### src/hw/rtl/assert_macros.svh
// ---------------------------------------------------------------------------
// Assertion macros
// Shared concurrent assertion forms for the scoped binding stack RTL.
// ---------------------------------------------------------------------------
`ifndef ASSERT_MACROS_SVH
`define ASSERT_MACROS_SVH

// Same-cycle implication, disabled during reset
`define SBS_ASSERT_IMP(lbl, clk, rst_n, ante, cons, msg) \
  lbl: assert property (@(posedge clk) disable iff (!rst_n) (ante) |-> (cons)) \
    else $error(msg);

// Next-cycle implication, disabled during reset
`define SBS_ASSERT_NXT(lbl, clk, rst_n, ante, cons, msg) \
  lbl: assert property (@(posedge clk) disable iff (!rst_n) (ante) |=> (cons)) \
    else $error(msg);

`endif

### src/hw/rtl/sbs_pkg.sv
// ---------------------------------------------------------------------------
// sbs_pkg
// Types, field widths and codes shared by the scoped binding stack.
// ---------------------------------------------------------------------------
`timescale 1ns / 1ps

package sbs_pkg;

  // Default configuration
  localparam int STACK_DEPTH_DEF = 1024;
  localparam int KEY_BITS_DEF    = 14;

  // Payload field widths
  localparam int CMD_W    = 2;
  localparam int ATOM_W   = 14;
  localparam int FRAME_W  = 16;
  localparam int IDX_W    = 10;
  localparam int OFS_W    = 10;
  localparam int ADDR_W   = 17;
  localparam int STATUS_W = 2;
  localparam int LCNT_W   = 11;

  typedef enum logic [CMD_W-1:0] {
    CMD_ADD   = 2'd0,
    CMD_OPEN  = 2'd1,
    CMD_CLOSE = 2'd2,
    CMD_FIND  = 2'd3
  } cmd_t;

  typedef enum logic [STATUS_W-1:0] {
    ST_OK       = 2'd0,
    ST_FULL     = 2'd1,
    ST_NOFRAME  = 2'd2,
    ST_NOTFOUND = 2'd3
  } status_t;

  // Controller to datapath commands
  typedef struct packed {
    logic capture;      // latch the incoming item
    logic exec_push;    // perform add or open frame and load its result
    logic walk_start;   // read the top entry
    logic walk_step;    // move one entry down and read it
    logic finish_walk;  // load the result of the walk (hit or bottom reached)
    logic finish_none;  // load the miss result of an empty stack
  } ctl_t;

  // Datapath to controller status
  typedef struct packed {
    logic is_push;   // latched command is add or open frame
    logic top_zero;  // stack is empty
    logic hit;       // entry under the walk pointer matches
    logic ptr_zero;  // walk pointer is at the bottom entry
    logic out_free;  // result register can take a new result
  } sts_t;

endpackage

### src/hw/rtl/sbs_ctrl.sv
// ---------------------------------------------------------------------------
// sbs_ctrl
// Command sequencer: accepts an item, runs push or top-down walk, and
// hands the result to the output register.
// ---------------------------------------------------------------------------
`timescale 1ns / 1ps
`include "assert_macros.svh"

module sbs_ctrl (
  input  logic          clk,
  input  logic          rst_n,
  input  logic          in_valid,
  output logic          in_ready,
  input  sbs_pkg::sts_t sts,
  output sbs_pkg::ctl_t ctl
);
  import sbs_pkg::*;

  typedef enum logic [2:0] {
    S_IDLE = 3'b001,
    S_EXEC = 3'b010,
    S_WALK = 3'b100
  } state_t;

  state_t state_r, state_nxt;

  // Next state and commands
  always_comb begin
    state_nxt = state_r;
    ctl       = '0;
    in_ready  = 1'b0;
    unique case (state_r)
      S_IDLE: begin
        in_ready = 1'b1;
        if (in_valid) begin
          ctl.capture = 1'b1;
          state_nxt   = S_EXEC;
        end
      end
      S_EXEC: begin
        if (sts.is_push) begin
          if (sts.out_free) begin
            ctl.exec_push = 1'b1;
            state_nxt     = S_IDLE;
          end
        end else if (sts.top_zero) begin
          if (sts.out_free) begin
            ctl.finish_none = 1'b1;
            state_nxt       = S_IDLE;
          end
        end else begin
          ctl.walk_start = 1'b1;
          state_nxt      = S_WALK;
        end
      end
      S_WALK: begin
        if (sts.hit || sts.ptr_zero) begin
          if (sts.out_free) begin
            ctl.finish_walk = 1'b1;
            state_nxt       = S_IDLE;
          end
        end else begin
          ctl.walk_step = 1'b1;
        end
      end
      default: state_nxt = S_IDLE;
    endcase
  end

  // State register
  always_ff @(posedge clk) begin
    if (!rst_n) begin
      state_r <= S_IDLE;
    end else begin
      state_r <= state_nxt;
    end
  end

  // Results load only into a free output register
  `SBS_ASSERT_IMP(a_load_free, clk, rst_n, ctl.exec_push || ctl.finish_walk || ctl.finish_none, sts.out_free, "result loaded while output register busy")
  // A walk never runs on an empty stack
  `SBS_ASSERT_IMP(a_walk_nonempty, clk, rst_n, state_r == S_WALK, !sts.top_zero, "walk on empty stack")
  // A captured item reaches the execute state in the next cycle
  `SBS_ASSERT_NXT(a_capture_exec, clk, rst_n, ctl.capture, state_r == S_EXEC, "captured item not executed")

endmodule

### config.mk
export PLATFORM = sky130hd
export DESIGN_NAME = sbs_ctrl
export DESIGN_NICKNAME = d
export VERILOG_FILES = /design/src/hw/rtl/sbs_pkg.sv /design/src/hw/rtl/sbs_ctrl.sv
export VERILOG_INCLUDE_DIRS = /design/src /design/src/hw/rtl
export SDC_FILE = /design/constraint.sdc
export NUM_CORES = 1
export LEC_CHECK = 0
export ABC_AREA = 1
export BUFFER_PORTS_ARGS = -buffer_cell sky130_fd_sc_hd__buf_4
export CAP_MARGIN = 20
export CORE_AREA = 10 10 47 49
export DETAILED_ROUTE_END_ITERATION = 10
export DIE_AREA = 0 0 57 59
export PLACE_DENSITY = 0.54
export SLEW_MARGIN = 20
export SYNTH_ARGS = -nofsm -noshare
export SYNTH_HDL_FRONTEND = slang
export SYNTH_SLANG_ARGS = --single-unit
### constraint.sdc
create_clock -name clk -period 1.1 [get_ports clk]
set_input_delay 0.11 -clock clk [delete_from_list [all_inputs] [get_ports clk]]
set_output_delay 0.11 -clock clk [all_outputs]
set_load 0.05 [all_outputs]
==> results.yml <==
run_status:
  run_status: "finished with violations"
  violations: "negative setup slack"
clock_network:
  ctsHoldBuffers: 0
  numCtsBuffers: 3
  cts.clk_slew.worst_paths_ps: 40
  clock-sinks: 3
  clk_path_buf_depth: 2
  clk_latency_ps: 230
  cts_root_buffer: "clkbuf_4"
  ctsHtreeMaxLevel: 1
  cts_tree: "yes"
synth:
  syn-cell-area_um2: 277.8
  synth_top_family_by_area: "simple AND/OR/NAND/NOR gates"
  synth-edff-count: 0
  syn_nets: 59
  ys_types: 15
  syn_inst: 51
  avgSynthCellArea_um2: 5.446
  synthXorXnorAreaFrac: 0
  synth-compound-area-share: 0.07207
  async_reset_ff_frac: 0
  ys_warn_count: 0
  synth_seq_area_share: 0.2162
  synth.area.top_cells: "dfxtp_1 22%, inv_1 14%, nor2_1 14%"
  ys_seq_elements: 3
  synth_adder_area_share: 0
  muxShareOfSynthArea: 0
  synthSimpleGateAreaFrac: 0.5225
  synthTopCellsByCount: "10 x inv_1, 10 x nor2_1, 7 x nand2_1"
  synth_top_cell_by_area: "dfxtp_1"
  yosys_most_used_dff: "dfxtp_1"
  synth_top_area_share: 0.2162
floorplan:
  start_util: 0.1982
  dieArea_mm2: 0.003363
  num_io_pins: 15
  rows: 14
  coreArea_mm2: 0.001401
  die_w_um: 57
  die_h_um: 59
drt:
  wirelength_um: 979
  vias: 387
  detail_route.first_pass.iterations: 3
  wire_per_inst_um: 10.53
  drc: 0
  via_per_inst: 4.161
  ant_nets: 0
  drt-initial-drc-count: 4
global_route:
  antenna_found_initial: 0
  grt_pass1_wl_mm: 1.697
  grt_pass1_vias: 422
  grt_max_degree: 6
  grt_remaining_overflow: 0
  grtUsageTotal: 0.06385
critical_path:
  cpMaxStageDelayCell: "dfxtp_2"
  max_stage_delay_ps: 320
  crit_chain: "nand3b_1, buf_6, nor4_4, buf_6"
  cp_common_cell: "buf_6"
  crit_path_max_fanout: 3
  crit_arrival_ps: 1210
  endpoint_kind: "output pin"
  worstSetupPathType: "flop to output pin"
  startpoint_type: "flop"
  required_ps: 990
placed_design:
  portBuffers: 14
  place.gp.congestion: 0.7244
  place_hpwl_um: 760.3
  placed_area_um2: 480.5
  dp_slack_ps: -11.58
  place_inst: 86
cells_and_area:
  fin_cells: 93
  top_register: "state_r"
  post-route-util: 0.4545
  area_growth_pct: 129.3
  design_area_um2: 636.9
  largest_reg_flops: 3
  layout.nets: 86
  reg_top3: "state_r x3"
  drive_gt1_frac: 0.6623
  diodes: 0
min_path:
  hold_class: "primary input to flop"
flow_run:
  maxCapViolCount: 0
power:
  power.total_uw: 803.5
  total_leakage_power_nw: 0.3290
  power_density_mw_per_mm2: 1262
  ir_drop_v: 0.0007854
sta:
  fin_crit_ps: 1315
  layout_setup_ws_ps: -215.5
  grt_setup_unrepaired: "yes"
  period_share: 1.196
  slew_viol_final: 0
  relSlewSlack: 0.8214
  tightest_slew_ps: 267.0
  setup_viol: 10
  skew_ps: 1.545
  hold_viol: 0
  max_clock_freq_ghz: 0.7602
[worst max-delay path, delay by kind of cell, from the launching register on]
kind | cells | cell delay [ps]
buffers and inverters | 2 | 340
DFF | 1 | 320
and+or+nand+nor | 2 | 310
[stage by stage]
| stage | hold slack [ps] | setup TNS (ps) |
|---|---|---|
| final | 124.1 | -1078 |
| after global routing | 122.6 | -1757 |
| after CTS | 116.1 | -1187 |
| after detailed placement | 360.5 | -23.92 |
| after global placement | 362.1 | 0 |
| after floorplan | 254.1 | -349.1 |
[worst paths after layout]
path | depth (start not counted) | slack [ps] | to | from
worst min register to register | 6 | 720 | state_r[0]$_SDFFE_PN1P_ | state_r[0]$_SDFFE_PN1P_
worst max-delay path | 4 | -220 | ctl[0] | state_r[0]$_SDFFE_PN1P_
worst min-delay path | 3 | 120 | state_r[1]$_SDFFE_PN0P_ | rst_n
worst max register to register | 10 | -40 | state_r[0]$_SDFFE_PN1P_ | state_r[2]$_SDFFE_PN0P_
[power breakdown]
| part | internal, mW | leakage [nW] | switching, mW | total, mW |
|---|---|---|---|---|
| clock | 0.136 | 0.0150 | 0.0550 | 0.191 |
| combinational | 0.211 | 0.289 | 0.259 | 0.470 |
| sequential | 0.128 | 0.0253 | 0.0148 | 0.143 |
| total | 0.475 | 0.329 | 0.329 | 0.804 |
[routing by layer]
layer	vias up	wire length, um	track usage
met5	-	0	0
met4	0	0	0.03020
met3	0	130	0.05150
met2	14	525	0.1085
met1	168	324	0.05319
li1	205	-	-
[cell type report]
cell class              instances  area [um^2]
repair buffers                 22        225.2
inverters                      14        57.56
multi-input cells              34        244.0
flip-flops and latches          3        63.81
fillers                       157        764.5
clock buffers                   4        26.28
well taps                      16        20.02
[timing repair]
| action | in CTS | in global routing |
|---|---|---|
| setup endpoints to repair | 10 | 10 |
| pin swaps | 8 | 5 |
| resized for setup | 25 | 7 |
| setup buffers | 2 | 1 |
[cell usage in the layout, fill, tap and decap left out, drive strengths merged]
cell and instances:
a21oi 2, buf 22, clkbuf 4, dfxtp 3
inv 14, nand2 12, nand3 4, nand3b 1
nor2 11, nor3 1, nor4 1, o21ai 2
[cell families (layout without fill, tap and decap cells)]
logic type | after synthesis | in the layout
AND/OR/NAND/NOR | 30 | 30
buffers and inverters | 14 | 40
AO/OA/AOI/OAI | 4 | 4
flip-flops | 3 | 3
Power figures use the tool's default switching activity.
